===== src/hri_pkg.sv =====
// shared types and constants of the history record indexer
package hri_pkg;

    localparam int unsigned OFFSET_W = 32;
    localparam int unsigned NUMBER_W = 24;
    localparam int unsigned BYTE_W   = 8;
    localparam int unsigned SLOT_W   = 16;
    localparam int unsigned SKIP_W   = 3;
    localparam int unsigned CFG_IDX_W = 3;
    localparam int unsigned CFG_DATA_W = 32;

    // pending step codes
    localparam logic [1:0] STEP_NONE = 2'd0;
    localparam logic [1:0] STEP_UP   = 2'd1;
    localparam logic [1:0] STEP_DOWN = 2'd3;

    // skip lengths and the count at which the marker offset is latched
    localparam logic [SKIP_W-1:0] SKIP_AFTER_END = 3'd3;
    localparam logic [SKIP_W-1:0] SKIP_OLD_MARK  = 3'd4;
    localparam logic [SKIP_W-1:0] SKIP_LATCH_AT  = 3'd2;

    // configuration register indexes
    localparam logic [CFG_IDX_W-1:0] REG_START_OFFSET   = 3'd0;
    localparam logic [CFG_IDX_W-1:0] REG_START_INDEX    = 3'd1;
    localparam logic [CFG_IDX_W-1:0] REG_UNDO_BYTE      = 3'd2;
    localparam logic [CFG_IDX_W-1:0] REG_MARKER_BYTE    = 3'd3;
    localparam logic [CFG_IDX_W-1:0] REG_FORMAT_VERSION = 3'd4;
    localparam logic [CFG_IDX_W-1:0] REG_CHAR_MASK      = 3'd5;
    localparam logic [CFG_IDX_W-1:0] REG_SLOT_MASK      = 3'd6;

    // configuration reset values
    localparam logic [OFFSET_W-1:0] RST_START_OFFSET   = 32'd2;
    localparam logic [NUMBER_W-1:0] RST_START_INDEX    = 24'd1;
    localparam logic [BYTE_W-1:0]   RST_UNDO_BYTE      = 8'd0;
    localparam logic [BYTE_W-1:0]   RST_MARKER_BYTE    = 8'd0;
    localparam logic                RST_FORMAT_VERSION = 1'b1;
    localparam logic [BYTE_W-1:0]   RST_CHAR_MASK      = 8'hff;
    localparam logic [SLOT_W-1:0]   RST_SLOT_MASK      = 16'h001f;

    typedef struct packed {
        logic [OFFSET_W-1:0] start_offset;
        logic [NUMBER_W-1:0] start_index;
        logic [BYTE_W-1:0]   undo_byte;
        logic [BYTE_W-1:0]   marker_byte;
        logic                format_version;
        logic [BYTE_W-1:0]   char_mask;
        logic [SLOT_W-1:0]   slot_mask;
    } t_cfg;

    typedef struct packed {
        logic                entry_written;
        logic [NUMBER_W-1:0] command_number;
        logic [SLOT_W-1:0]   table_slot;
        logic [OFFSET_W-1:0] entry_offset;
        logic [OFFSET_W-1:0] marker_offset;
    } t_result;

endpackage


===== src/hri_scan.sv =====
// scan state of the history record indexer and its per-byte update
module hri_scan (
    input  logic                          i_clk,
    input  logic                          i_rst_n,
    input  logic                          i_accept,
    input  logic [hri_pkg::BYTE_W-1:0]    i_data_byte,
    input  logic                          i_first,
    input  hri_pkg::t_cfg                 i_cfg,
    output hri_pkg::t_result              o_result
);

    logic [hri_pkg::OFFSET_W-1:0] r_byte_offset, n_byte_offset;
    logic [hri_pkg::NUMBER_W-1:0] r_current_number, n_current_number;
    logic [hri_pkg::BYTE_W-1:0]   r_previous_byte, n_previous_byte;
    logic [1:0]                   r_pending_step, n_pending_step;
    logic [hri_pkg::SKIP_W-1:0]   r_skip_left, n_skip_left;
    logic [hri_pkg::OFFSET_W-1:0] r_last_marker, n_last_marker;

    logic [hri_pkg::OFFSET_W-1:0] eff_offset;
    logic [hri_pkg::NUMBER_W-1:0] eff_number;
    logic [hri_pkg::BYTE_W-1:0]   eff_prev;
    logic [1:0]                   eff_step;
    logic [hri_pkg::SKIP_W-1:0]   eff_skip;
    logic [hri_pkg::BYTE_W-1:0]   c;
    logic                         written;

    always_comb begin
        // a first byte sees the scan reloaded from configuration
        eff_offset = i_first ? i_cfg.start_offset : r_byte_offset;
        eff_number = i_first ? i_cfg.start_index  : r_current_number;
        eff_prev   = i_first ? '0 : r_previous_byte;
        eff_step   = i_first ? hri_pkg::STEP_NONE : r_pending_step;
        eff_skip   = i_first ? '0 : r_skip_left;
        c          = i_data_byte & i_cfg.char_mask;

        n_byte_offset    = eff_offset + 32'd1;
        n_current_number = eff_number;
        n_previous_byte  = c;
        n_pending_step   = eff_step;
        n_skip_left      = eff_skip;
        n_last_marker    = r_last_marker;
        written          = 1'b0;

        if (eff_skip != '0) begin
            n_skip_left     = eff_skip - 3'd1;
            n_previous_byte = '0;
            if (n_skip_left == hri_pkg::SKIP_LATCH_AT) begin
                n_last_marker = n_byte_offset;
            end
        end else if (c == '0) begin
            // end of record
            if (eff_prev == i_cfg.marker_byte && eff_step == hri_pkg::STEP_NONE) begin
                n_skip_left = hri_pkg::SKIP_AFTER_END;
            end
            priority if (eff_step == hri_pkg::STEP_UP) begin
                n_current_number = eff_number + 24'd1;
            end else if (eff_step == hri_pkg::STEP_DOWN) begin
                n_current_number = eff_number - 24'd1;
            end else begin
                n_current_number = eff_number;
            end
            n_pending_step = hri_pkg::STEP_NONE;
            written        = 1'b1;
        end else if (eff_prev == '0) begin
            // record start: marker wins over undo
            priority if (c == i_cfg.marker_byte) begin
                if (!i_cfg.format_version) begin
                    n_skip_left = hri_pkg::SKIP_OLD_MARK;
                end
                n_pending_step = hri_pkg::STEP_NONE;
            end else if (c == i_cfg.undo_byte) begin
                n_pending_step = hri_pkg::STEP_DOWN;
            end else begin
                n_pending_step = eff_step;
            end
        end else begin
            n_pending_step = hri_pkg::STEP_UP;
        end

        o_result.entry_written  = written;
        o_result.command_number = n_current_number;
        o_result.table_slot     = n_current_number[hri_pkg::SLOT_W-1:0] & i_cfg.slot_mask;
        o_result.entry_offset   = n_byte_offset;
        o_result.marker_offset  = n_last_marker;
    end

    always_ff @(posedge i_clk) begin
        if (!i_rst_n) begin
            r_byte_offset    <= hri_pkg::RST_START_OFFSET;
            r_current_number <= hri_pkg::RST_START_INDEX;
            r_previous_byte  <= '0;
            r_pending_step   <= hri_pkg::STEP_NONE;
            r_skip_left      <= '0;
            r_last_marker    <= '0;
        end else if (i_accept) begin
            r_byte_offset    <= n_byte_offset;
            r_current_number <= n_current_number;
            r_previous_byte  <= n_previous_byte;
            r_pending_step   <= n_pending_step;
            r_skip_left      <= n_skip_left;
            r_last_marker    <= n_last_marker;
        end
    end

`ifndef NO_ASSERTIONS
    a_skip_range: assert property (@(posedge i_clk) disable iff (!i_rst_n)
        r_skip_left <= hri_pkg::SKIP_OLD_MARK)
        else $error("skip counter out of range");

    a_step_code: assert property (@(posedge i_clk) disable iff (!i_rst_n)
        r_pending_step != 2'd2)
        else $error("pending step holds an unused code");

    a_skip_clears_prev: assert property (@(posedge i_clk) disable iff (!i_rst_n)
        i_accept && eff_skip != '0 |=> r_previous_byte == '0)
        else $error("skipped byte left a previous byte");
`endif

endmodule


===== src/history_record_indexer_top.sv =====
// top level of the history record indexer: config registers, handshake, result register
//
// channel   | direction | handshake               | payload
// input     | in        | i_valid / o_stall       | i_data_byte, i_first
// result    | out       | o_valid / i_stall       | o_entry_written .. o_marker_offset
// config    | in        | i_cfg_valid / o_cfg_ready | i_cfg_index, i_cfg_data
//
// one byte per cycle unless stalled; a result shows in the cycle after it is accepted
// the scan update is a few adds and byte compares ahead of the result register
// a new request is taken while the result register is empty or being drained
// reset is synchronous, active low, and loads the config registers with their defaults
// a stalled result holds, and the input stalls only while that result is stuck
module history_record_indexer_top (
    input  logic                             i_clk,
    input  logic                             i_rst_n,
    input  logic                             i_valid,
    output logic                             o_stall,
    input  logic [hri_pkg::BYTE_W-1:0]       i_data_byte,
    input  logic                             i_first,
    output logic                             o_valid,
    input  logic                             i_stall,
    output logic                             o_entry_written,
    output logic [hri_pkg::NUMBER_W-1:0]     o_command_number,
    output logic [hri_pkg::SLOT_W-1:0]       o_table_slot,
    output logic [hri_pkg::OFFSET_W-1:0]     o_entry_offset,
    output logic [hri_pkg::OFFSET_W-1:0]     o_marker_offset,
    input  logic                             i_cfg_valid,
    output logic                             o_cfg_ready,
    input  logic [hri_pkg::CFG_IDX_W-1:0]    i_cfg_index,
    input  logic [hri_pkg::CFG_DATA_W-1:0]   i_cfg_data
);

    hri_pkg::t_cfg    r_cfg;
    hri_pkg::t_result scan_result;
    hri_pkg::t_result r_out;
    logic             r_out_valid;
    logic             accept;
    logic             cfg_write;

    assign o_stall     = r_out_valid && i_stall;
    assign accept      = i_valid && !o_stall;
    assign o_cfg_ready = 1'b1;
    assign cfg_write   = i_cfg_valid && o_cfg_ready;

    always_ff @(posedge i_clk) begin
        if (!i_rst_n) begin
            r_cfg.start_offset   <= hri_pkg::RST_START_OFFSET;
            r_cfg.start_index    <= hri_pkg::RST_START_INDEX;
            r_cfg.undo_byte      <= hri_pkg::RST_UNDO_BYTE;
            r_cfg.marker_byte    <= hri_pkg::RST_MARKER_BYTE;
            r_cfg.format_version <= hri_pkg::RST_FORMAT_VERSION;
            r_cfg.char_mask      <= hri_pkg::RST_CHAR_MASK;
            r_cfg.slot_mask      <= hri_pkg::RST_SLOT_MASK;
        end else if (cfg_write) begin
            unique case (i_cfg_index)
                hri_pkg::REG_START_OFFSET:   r_cfg.start_offset   <= i_cfg_data;
                hri_pkg::REG_START_INDEX:    r_cfg.start_index    <= i_cfg_data[23:0];
                hri_pkg::REG_UNDO_BYTE:      r_cfg.undo_byte      <= i_cfg_data[7:0];
                hri_pkg::REG_MARKER_BYTE:    r_cfg.marker_byte    <= i_cfg_data[7:0];
                hri_pkg::REG_FORMAT_VERSION: r_cfg.format_version <= i_cfg_data[0];
                hri_pkg::REG_CHAR_MASK:      r_cfg.char_mask      <= i_cfg_data[7:0];
                hri_pkg::REG_SLOT_MASK:      r_cfg.slot_mask      <= i_cfg_data[15:0];
                default: begin
                end
            endcase
        end
    end

    hri_scan u_scan (
        .i_clk       (i_clk),
        .i_rst_n     (i_rst_n),
        .i_accept    (accept),
        .i_data_byte (i_data_byte),
        .i_first     (i_first),
        .i_cfg       (r_cfg),
        .o_result    (scan_result)
    );

    always_ff @(posedge i_clk) begin
        if (!i_rst_n) begin
            r_out_valid <= 1'b0;
        end else if (accept) begin
            r_out_valid <= 1'b1;
        end else if (!i_stall) begin
            r_out_valid <= 1'b0;
        end
    end

    always_ff @(posedge i_clk) begin
        if (accept) begin
            r_out <= scan_result;
        end
    end

    assign o_valid          = r_out_valid;
    assign o_entry_written  = r_out.entry_written;
    assign o_command_number = r_out.command_number;
    assign o_table_slot     = r_out.table_slot;
    assign o_entry_offset   = r_out.entry_offset;
    assign o_marker_offset  = r_out.marker_offset;

`ifndef NO_ASSERTIONS
    a_stall_only_when_full: assert property (@(posedge i_clk) disable iff (!i_rst_n)
        !r_out_valid |-> !o_stall)
        else $error("input stalled with an empty result register");

    a_request_gives_result: assert property (@(posedge i_clk) disable iff (!i_rst_n)
        accept |=> o_valid)
        else $error("accepted request produced no result");

    a_slot_within_mask: assert property (@(posedge i_clk) disable iff (!i_rst_n)
        accept |=> (o_table_slot & ~$past(r_cfg.slot_mask)) == '0)
        else $error("table slot outside slot mask");

    a_offset_advances: assert property (@(posedge i_clk) disable iff (!i_rst_n)
        accept && !i_first && $past(accept) |=>
        o_entry_offset == $past(o_entry_offset) + 32'd1)
        else $error("entry offset did not advance by one");
`endif

endmodule

===== config.mk =====
export PLATFORM = sky130hd
export DESIGN_NAME = history_record_indexer_top
export DESIGN_NICKNAME = d
export VERILOG_FILES = /design/src/hri_pkg.sv /design/src/hri_scan.sv /design/src/history_record_indexer_top.sv
export SDC_FILE = /design/constraint.sdc
export NUM_CORES = 1
export LEC_CHECK = 0
export ABC_AREA = 1
export BUFFER_PORTS_ARGS = -buffer_cell sky130_fd_sc_hd__buf_2
export CAP_MARGIN = 5
export CORE_AREA = 5 5 173 175
export DETAILED_ROUTE_END_ITERATION = 6
export DIE_AREA = 0 0 178 180
export GPL_TIMING_DRIVEN = 0
export PLACE_DENSITY = 0.74
export SYNTH_ARGS = -nofsm -noshare
export SYNTH_HDL_FRONTEND = slang
export SYNTH_HIERARCHICAL = 1
export SYNTH_SLANG_ARGS = --single-unit
export TNS_END_PERCENT = 5

===== constraint.sdc =====
create_clock -name i_clk -period 7.2 [get_ports i_clk]
set_input_delay 0.72 -clock i_clk [delete_from_list [all_inputs] [get_ports i_clk]]
set_output_delay 0.72 -clock i_clk [all_outputs]
set_load 0.005 [all_outputs]

[After elaboration in Yosys (flattened, before gate mapping)]
Cells that the tools add are included.
Operators by class
  add/sub/neg operators: 4
  equality and inequality tests: 13
  muxes and demuxes: 26
  bitwise logic cells: 2
  reductions and logical operators: 16
Operators with widths (number)
  two-way mux 24 bit: 5
  two-way mux 32 bit: 3
  adder 32 x 1 -> 32 bit, second input constant: 1
  adder 24 x 1 -> 24 bit, second input constant: 1
  equality test 8 bit: 3
  subtractor 24 x 1 -> 24 bit, second input constant: 1
  two-way mux 3 bit: 7
  AND 16 bit: 1
  zero test 8 bit: 2
  two-way mux 8 bit: 2
  AND reduction 2 bit: 7
  two-way mux 2 bit: 6
  equality test 3 x 2 -> 1 bit, second input constant: 3
  equality test 3 bit, second input constant: 3
  AND 8 bit: 1
  equality test 3 x 1 -> 1 bit, second input constant: 1
  logical AND 1 bit: 3
  zero test 3 bit: 1
  two-way mux 1 bit: 3
  nonzero test 3 bit: 1
  subtractor 3 x 1 -> 3 bit, second input constant: 1
  equality test 2 x 1 -> 1 bit, second input constant: 1
  equality test 2 bit, second input constant: 1
  zero test 2 bit: 1
  2 further kinds: 2
Word-level totals
  flip-flop bits (word level): 304
  input bits: 49
  output and inout port bits: 108
  logic and storage cells: 80

[Longest topological paths before layout]
Gate-level depths: netlist of the first run.
  depth in word-level cells: 7
  depth in mapped cells: 17
  mapped depth without buffers: 15

[Modules after synthesis]
The synthesis of the first run kept the hierarchy.
Modules (own cells, without submodules)
  hri_scan: instances 1, cells each 1406, area each 8131.5 sq um, sequential area each 2021.9 sq um
  history_record_indexer_top: instances 1, cells each 672, area each 7050.5 sq um, sequential area each 5114.9 sq um

[Worst setup path after synthesis of the first run]
Ideal clock, no wire load.
  path kind: input to register
  start point: input i_stall
  end point: register u_scan/r_previous_byte[1] (netlist bit)
  library setup time: 0.128 ns
  arrival: 6.567 ns
  data required time: 7.072 ns
  path slack: 0.506 ns
  stages on the path: 8
  buffers on the path: 2
  cell sequence: nand2_1 > inv_1 > nor2_1 > inv_1 > clkbuf_1 > clkbuf_1 > a22oi_1 > nor2_1
On the way
  cells in the longest elaborated chain, start to end: 3
Ends and longest elaborated chain
  from (decl): RTL line history_record_indexer_top.sv:21  | input logic i_stall,
  logical AND 1 bit: RTL line history_record_indexer_top.sv:40  | assign o_stall = r_out_valid && i_stall;
  named net o_stall: RTL line history_record_indexer_top.sv:17  | output logic o_stall,
  zero test 1 bit: RTL line history_record_indexer_top.sv:41  | assign accept = i_valid && !o_stall;
  logical AND 1 bit: RTL line history_record_indexer_top.sv:41
  named net accept: RTL line history_record_indexer_top.sv:37  | logic accept;
  to (signal assigned): RTL line hri_scan.sv:98  | r_previous_byte <= n_previous_byte;
  to (decl): RTL line hri_scan.sv:14  | logic [hri_pkg::BYTE_W-1:0] r_previous_byte, n_previous_byte;
The timed path passes the listed nets, and every way through them passes these cells.
A chain may end at the register's enable or synchronous reset.

==> metrics.cfg, run 1 <==
[outcome]
status = finished clean

[logic_synthesis]
syn_inst = 2078
synth_nets = 2133
synth.area.top_cells = dfxtp_1 (26%), edfxtp_1 (21%), nand2_1 (13%), nor2_1 (7.9%), inv_1 (6.4%)
syn_area_um2 = 15200
synth_edf_count = 105
ys_types = 46
seq_area_frac_synth = 0.470
ys.flop_type = dfxtp_1
synth_top_cell_area_share = 0.262
synth_top_cell_by_area = dfxtp_1
synth_seq_cells = 304
yosys_warnings = 6
async_flop_share = 0
synth_area_per_cell_um2 = 7.31

[die]
start_util = 0.536
die_area_um2 = 32000
rows = 62
die_h_um = 180
die_w_um = 178
fp.coreArea_um2 = 28300
io-pin-count = 157

[route]
via_per_inst = 5.43
drt-met1-wl_um = 21300
antenna_left = 0
drc = 0
top_layer_used = met4
route.met3.wl_um = 4370
drt_pass1_iterations = 6
initialDrtViolationCount = 1708
drt-total-wl_um = 49600
wl_met2_um = 22300
wl_per_cell_um = 18.5
vias = 14500

[final_layout]
finish.utilization = 0.620
diodes = 0
fin_cells = 2676
nets = 2323
fillers = 2592
layout_commonest_cell = nand2_1
most-common-layout-cells = nand2_1 (521), nor2_1 (319), inv_1 (258), dfxtp_1 (199), buf_2 (183)
drive_gt1_frac = 0.146
area_growth_pct = 15.6

[global_route]
grt_pass1_vias = 13600
grt_usage = 0.305
grt_max_degree = 39
antenna_found_initial = 1
overflow = 0
grt_pass1_wl_um = 76400

[clocking]
cts_tree = yes
path_clk_slew_ns = 0.06
cts.path.max_buffers = 3
clock_latency_ns = 0.58
cts_resized = 0
post_cts_buffers = 0
cts.sinks = 304
hold_buffers = 0
root_buffer = clkbuf_16
htreeDepth = 1
cts_buffers = 31

[pwr]
powerDensity_nw_per_um2 = 236
vdd_drop_max_mv = 0.162
leakagePower_uw = 0.00829

[placed_design]
place_inst = 2619
hpwlAfterDp_um = 38000
place_congestion = 0.980
numPortBuffers = 154

[timing]
final.min_clock_period_ns = 3.73
fin_hold_ws_ns = 0.392
tightestPinTransition_ns = 0.969
finalCritPeriodShare = 0.518
maxSlewViolCount = 0
setup-violations-final = 0
final_hold_viol_count = 0
skew_ns = 0.0185
maxSlewHeadroom = 0.354
rsz0062_at_grt = no
fmax_mhz = 268

[setup_path]
path_max_fanout = 10
worstSetupStartpointType = input port
crit_type = input port to register
crit_required_ns = 7.53
crit_arrival_ns = 4.07
cp-end-kind = register

[min_path]
hp-class = input port to register

[run]
timing.max_cap.violations = 0

power by group:
group          switching (µW)  internal, µW
Sequential               41.1          1890
Combinational             383           176
Clock                     697           959
Total                    1120          3020
cells by family after synthesis:
family	synth area share
xor gates and xnor gates	0.0239
buffers and inverters	0.0983
AOI/OAI and AO/OA	0.0926
other	0.000247
DFF	0.470
and+or+nand+nor	0.310
adders and majority gates	0.00494
area by class of cell:
cell class / instances / area (µm²) / area share
inverter: 265 / 997 / 0.0568
clock buffer: 38 / 863 / 0.0492
clock inverter: 19 / 188 / 0.0107
timing repair buffer: 157 / 831 / 0.0473
sequential: 304 / 7140 / 0.407
multi-input combinational: 1416 / 6560 / 0.374
tap: 384 / 480 / 0.0274
buffer: 93 / 495 / 0.0282
final timing paths:
path | startpoint | to | slack (ns) | depth (start not counted)
setup / recovery | i_first | o_marker_offset[26] | 3.47 | 14
hold / removal | i_cfg_data[7] | r_cfg[23] | 0.39 | 3
setup reg to reg | o_valid | u_scan/r_last_marker[23] | 4.17 | 10
hold reg to reg | r_cfg[3] | r_cfg[3] | 0.46 | 2
per-stage QoR:
| step | area [µm²] | setup slack [ns] | TNS (ns) | power [µW] |
|---|---|---|---|---|
| after floorplan | 15200 | 0.506 | 0 | 2300 |
| after CTS | 17600 | 3.57 | 0 | 4150 |
| after global placement | 16400 | -2.33 | -291.50 | 2500 |
| final | 17600 | 3.47 | 0 | 4140 |
| after detailed placement | 16500 | 2.99 | 0 | 2510 |
| after global routing | 17600 | 3.36 | 0 | 4300 |
cells in the mapped netlist (2+ instances only):
master,instances
a21boi_0,5
a21boi_1,3
a21oi_1,81
a22oi_1,4
and2_1,10
buf_1,11
buf_2,29
buf_4,5
buf_6,10
clkbuf_1,37
dfxtp_1,199
edfxtp_1,105
ha_1,6
inv_1,258
inv_2,5
nand2_1,521
nand2_2,11
nand3_1,182
nand3_2,2
nand3b_1,5
nand4_1,20
nor2_1,320
nor2_2,16
nor2_4,5
nor3_1,10
o2111ai_1,2
o211ai_1,4
o21a_1,2
o21ai_0,87
o21ai_1,43
o21ai_2,17
or2_2,14
xnor2_1,9
xor2_1,25
xor2_2,4
registers in the layout (all words and copies together) (netlist names):
| signal | flops |
|---|---|
| u_scan/r_skip_left | 3 |
| u_scan/r_byte_offset | 32 |
| o_marker_offset | 32 |
| o_entry_offset | 32 |
| o_entry_written | 1 |
| u_scan/r_previous_byte | 8 |
| o_valid | 1 |
| o_table_slot | 16 |
| u_scan/r_current_number | 24 |
| u_scan/r_pending_step | 2 |
| u_scan/r_last_marker | 32 |
| o_command_number | 24 |
| r_cfg | 97 |
critical path, stage by stage:
cell,delay (ns)
buf_6,0.15
inv_4,0.08
buf_2,0.31
clkbuf_1,0.48
nand2_1,0.21
ha_1,0.25
ha_1,0.28
inv_1,0.14
nand3_1,0.15
clkinv_1,0.27
buf_1,0.52
nand3_1,0.28
nand2_1,0.15
inv_1,0.05
per-layer routing:
layer	up-vias	track usage
li1	6951	-
met1	6768	0.433
met2	689	0.482
met3	115	0.0445
met4	0	0.0962
met5	-	0
Power figures use the tool's default switching activity.
==> inputs of run 2 (changes only) <==
- CORE_AREA: 5 5 173 175 -> 5 5 174 176
- DIE_AREA: 0 0 178 180 -> 0 0 179 181
- PLACE_DENSITY: 0.74 -> 0.76
- clock period: 7.2 -> 3.06 ns (I/O delays scaled with it)
==> metrics.cfg, run 2 (synthesis gave the netlist of run 1 again) <==
[timing]
maxSlewViolCount = 0
final.min_clock_period_ns = 2.88
maxSlewHeadroom = 0.360
skew_ns = 0.0145
tightestPinTransition_ns = 0.960
final_hold_viol_count = 0
setup-violations-final = 0
rsz0062_at_grt = no
fmax_mhz = 347
finalCritPeriodShare = 0.942

[route]
antenna_left = 0
drt_pass1_iterations = 6
drt-total-wl_um = 50200
wl_per_cell_um = 18.7
vias = 14500
drc = 0
via_per_inst = 5.42
initialDrtViolationCount = 1632

[setup_path]
crit_required_ns = 3.33
cp_slowest_stage_delay_ns = 0.43
crit_type = input port to register
r2r_end = o_table_slot[3]
crit_family = buffers and inverters
worstPathCellList = buf_6 > inv_4 > clkbuf_4 > nand2_1 > ha_1 > ha_1 > nand3_1 > clkinv_1 > clkbuf_1 > or2_2 > nand2_1 > inv_1
cp-end-kind = register
slowest_stage = clkbuf_1
crit_arrival_ns = 3.15
r2r_start = r_cfg[21]
path_max_fanout = 19
reg2reg_slack_ns = 0.21
worstSetupStartpointType = input port
rr_worst_depth = 9
crit_buf_inv = 6

[global_route]
use_met1 = 0.419
grt_pass1_wl_um = 77100
antenna_found_initial = 3
busiest_layer = met2
grt_max_degree = 40
overflow = 0
gr-usage-met2 = 0.480
use_met3 = 0.0656
grt_usage = 0.308
grt_pass1_vias = 13800

[placed_design]
place_congestion = 0.984
place_inst = 2619
numPortBuffers = 154
hpwlAfterDp_um = 38400

[final_layout]
drive_gt1_frac = 0.148
most-common-layout-cells = nand2_1 (521), nor2_1 (319), inv_1 (258), dfxtp_1 (199)
nets = 2325
fin_cells = 2679
layout_commonest_cell = nand2_1
top_register = r_cfg
area_growth_pct = 16.5
fillers = 2575
largest_reg_flops = 97
finish.utilization = 0.621
diodes = 0

[pwr]
p_int_uw = 7480
clkPwrFrac = 0.425
vdd_drop_max_mv = 0.457
seqPwrFrac = 0.446
powerDensity_nw_per_um2 = 575
p_sw_frac = 0.265
power_frac_comb = 0.130
switching_power_uw = 2700
total_power_uw = 10200
leakagePower_uw = 0.00836

[min_path]
min_to = r_cfg[23]
worstHoldStart = i_cfg_data[7]
hp-class = input port to register
holdPathStages = 3

[clocking]
hold_buffers = 0
htreeDepth = 2
cts_tree = yes
cts.sinks = 304
cts.path.max_buffers = 3
root_buffer = clkbuf_16
clock_latency_ns = 0.52
cts_buffers = 34
path_clk_slew_ns = 0.06

[die]
fp.coreArea_um2 = 28500
start_util = 0.533
rows = 62
die_h_um = 181
io-pin-count = 157
die_w_um = 179
die_area_um2 = 32400

[outcome]
status = finished clean

[run]
timing.max_cap.violations = 0

[run 2: cell types whose count changed in the layout (fill, tap and decap cells not counted), moves of 2 or more]
cell       change
clkbuf_2       +2
inv_6          +2
clkbuf_8       -4
clkbuf_16      +3
clkinv_2       -2
bufinv_16      +3
[run 2: area by class of cell]
class                      count  area, µm²  area share
sequential                   304       7140       0.403
multi-input combinational   1416       6560       0.371
inverter                     265        997      0.0564
clock buffer                  39        891      0.0504
timing repair buffer         157        838      0.0474
buffer                        92        497      0.0281
tap                          384        480      0.0272
clock inverter                22        290      0.0164
[run 2: layer usage]
metal | vias up | share of wire
met1 | 6702 | 0.42
met2 | 712 | 0.44
met5 | - | 0.00040
li1 | 6964 | -
met3 | 144 | 0.099
met4 | 4 | 0.044
[run 2: how the worst max path moves through the flow]
stage,start,to,cells past startpoint
finish,i_first,o_marker_offset[31],12
global route,o_valid,u_scan/r_last_marker[16],9
CTS,i_first,o_marker_offset[31],12
global placement,i_stall,u_scan/r_current_number[23],9
floorplan,i_stall,u_scan/r_previous_byte[1],8
detailed placement,i_first,o_marker_offset[31],13
[run 2: power by group through the flow]
| stage | Clock, µW | Sequential [µW] | Combinational, µW |
|---|---|---|---|
| 5_1_grt | 4590 | 4550 | 1460 |
| 4_1_cts | 4370 | 4530 | 1300 |
| 6_report | 4320 | 4530 | 1320 |
| 2_1_floorplan | 0 | 4620 | 794 |
| 3_5_place_dp | 0 | 4620 | 1290 |
| 3_3_place_gp | 0 | 4610 | 1260 |
[run 2: per-stage QoR]
stage               hold WS [ns]  instance area [µm²]  setup TNS [ns]  setup slack, ns
floorplan                  0.419                15200               0          0.00798
global placement           0.433                16400         -159.07            -1.40
detailed placement         0.445                16500          -58.53           -0.790
CTS                       0.0225                17700               0            0.113
global route              0.0319                17700               0           0.0248
finish                    0.0346                17700               0            0.177
[run 2: worst register-to-register path, delay by kind of cell (launching register included)]
| family | cells | cell delay (ns) |
|---|---|---|
| xor gates and xnor gates | 1 | 0.37 |
| buffers and inverters | 3 | 0.77 |
| DFF | 1 | 0.31 |
| and+or+nand+nor | 5 | 1.27 |
[run 2: repair_timing]
item / CTS / global route
resized for setup: 0 / 2
setup buffers: 0 / 0
endpoints found under the setup margin: 49 / 3
==> inputs of run 3 (changes only) <==
- CORE_AREA: 5 5 174 176 -> 5 5 173 175
- DIE_AREA: 0 0 179 181 -> 0 0 178 180
- PLACE_DENSITY: 0.76 -> default
- PLACE_DENSITY_LB_ADDON: default -> 0.12
- clock period: 3.06 -> 2.9 ns (I/O delays scaled with it)
==> metrics.cfg, run 3 (synthesis gave the netlist of run 1 again) <==
[pwr]
clkPwrFrac = 0.422
vdd_drop_max_mv = 0.453
seqPwrFrac = 0.446
powerDensity_nw_per_um2 = 603
power_frac_comb = 0.132
switching_power_uw = 2840
p_sw_frac = 0.265
p_int_uw = 7870
leakagePower_uw = 0.00841

[timing]
fmax_mhz = 359
tns_ns = 0
final_hold_viol_count = 0
skew_ns = 0.0124
rsz0062_at_grt = no
fin_hold_ws_ns = 0.0252
maxSlewHeadroom = 0.365
finalCritPeriodShare = 0.961
setup-violations-final = 0
final.min_clock_period_ns = 2.79
maxSlewViolCount = 0
tightestPinTransition_ns = 0.952

[die]
die_h_um = 180
rows = 62
die_w_um = 178
die_area_um2 = 32000
fp.coreArea_um2 = 28300
io-pin-count = 157
start_util = 0.536

[final_layout]
diodes = 0
nets = 2326
area_growth_pct = 17.1
drive_gt1_frac = 0.158
top_register = r_cfg
largest_reg_flops = 97
most-common-layout-cells = nand2_1 (520), nor2_1 (319), inv_1 (257), dfxtp_1 (198), buf_2 (182)
layout_commonest_cell = nand2_1

[setup_path]
crit_required_ns = 3.28
cp-end-kind = register
path_max_fanout = 10
crit_arrival_ns = 3.17
cp_slowest_stage_delay_ns = 0.46
r2r_start = r_cfg[20]
crit_path_start = r_cfg[20]
slowest_stage = nor3_1
worstSetupStartpointType = register
crit_type = register to register
worstPathCellList = nand2_1 > inv_1 > nor3_1 > nand3_2 > inv_1 > buf_2 > nand2_1 > xor2_1 > and2_1

[clocking]
path_clk_slew_ns = 0.06
cts_buffers = 35
post_cts_buffers = 0
hold_buffers = 0
root_buffer = clkbuf_16
clock_latency_ns = 0.52
cts.sinks = 304
cts.path.max_buffers = 3
cts_tree = yes
htreeDepth = 2

[route]
via_per_inst = 5.38
drc = 0
antenna_left = 0
vias = 14400
initialDrtViolationCount = 1337
drt_pass1_iterations = 5
drt-total-wl_um = 50300
wl_per_cell_um = 18.8

[global_route]
grt_usage = 0.309
grt_max_degree = 37
grt_pass1_vias = 13400
grt_pass1_wl_um = 76300
overflow = 0
antenna_found_initial = 3

[min_path]
hp-class = input port to register
worstHoldStart = i_cfg_data[5]

[placed_design]
place_congestion = 0.987
numPortBuffers = 154
hpwlAfterDp_um = 38700

[run]
timing.max_cap.violations = 0

[outcome]
status = finished clean

[run 3: cell types whose count changed in the layout (fill, tap and decap cells not counted), moves of 4 or more]
cell	previous run	this run
clkbuf_1	39	28
clkbuf_2	2	11
clkbuf_8	0	5
a22oi_2	0	4
a22oi_1	4	0
[run 3: path summary, 6_finish.rpt]
kind | end | slack [ns] | depth (start not counted)
worst max-delay path | o_table_slot[3] | 0.11 | 9
worst min-delay path | r_cfg[21] | 0.03 | 3
worst max register to register | o_table_slot[3] | 0.11 | 9
worst min register to register | r_cfg[2] | 0.45 | 2
[run 3: power by group through the flow]
stage / clock network, µW / logic [µW] / registers, µW
after floorplan: 0 / 853 / 4870
after global placement: 0 / 1340 / 4870
after detailed placement: 0 / 1380 / 4870
after CTS: 4570 / 1390 / 4780
after global routing: 4780 / 1550 / 4800
final: 4520 / 1410 / 4780
[run 3: per-stage QoR]
step	instances	cell area (µm²)	utilization	setup WS (ns)	total power, µW
finish	2681	17800	0.628	0.114	10700
global route	2681	17800	0.628	0.0112	11100
CTS	2681	17800	0.627	-0.0118	10700
detailed placement	2619	16600	0.586	-0.896	6250
global placement	2616	16500	0.583	-1.58	6210
floorplan	2078	15300	-	-0.119	5720
[run 3: area by class of cell]
| cell class | count | area, µm² |
|---|---|---|
| Buffer | 92 | 549 |
| Clock buffer | 44 | 972 |
| Clock inverter | 19 | 204 |
| Fill cell | 2641 | 10500 |
| Inverter | 265 | 997 |
| Multi-Input combinational cell | 1416 | 6600 |
| Sequential cell | 304 | 7140 |
| Tap cell | 384 | 480 |
| Timing Repair Buffer | 157 | 831 |
[run 3: timing repair]
item                                    CTS  global route
hold endpoints to repair                  0             0
gates resized for setup                   2            13
endpoints found under the setup margin   93            45
pin swaps                                 0             0
[run 3: metal layers]
layer | vias up | global-route usage | wire length (µm)
met4 | 2 | 0.119 | 1930
met3 | 103 | 0.0616 | 4750
met2 | 664 | 0.482 | 22300
met1 | 6687 | 0.424 | 21300
li1 | 6970 | - | -
met5 | - | 0 | 20
[run 3: worst max-delay path: cells and delay by family (launching register included)]
kind,cells,cell delay [ns]
simple gates,5,1.25
buf+inv,3,0.71
xor+xnor,1,0.37
flops,1,0.31
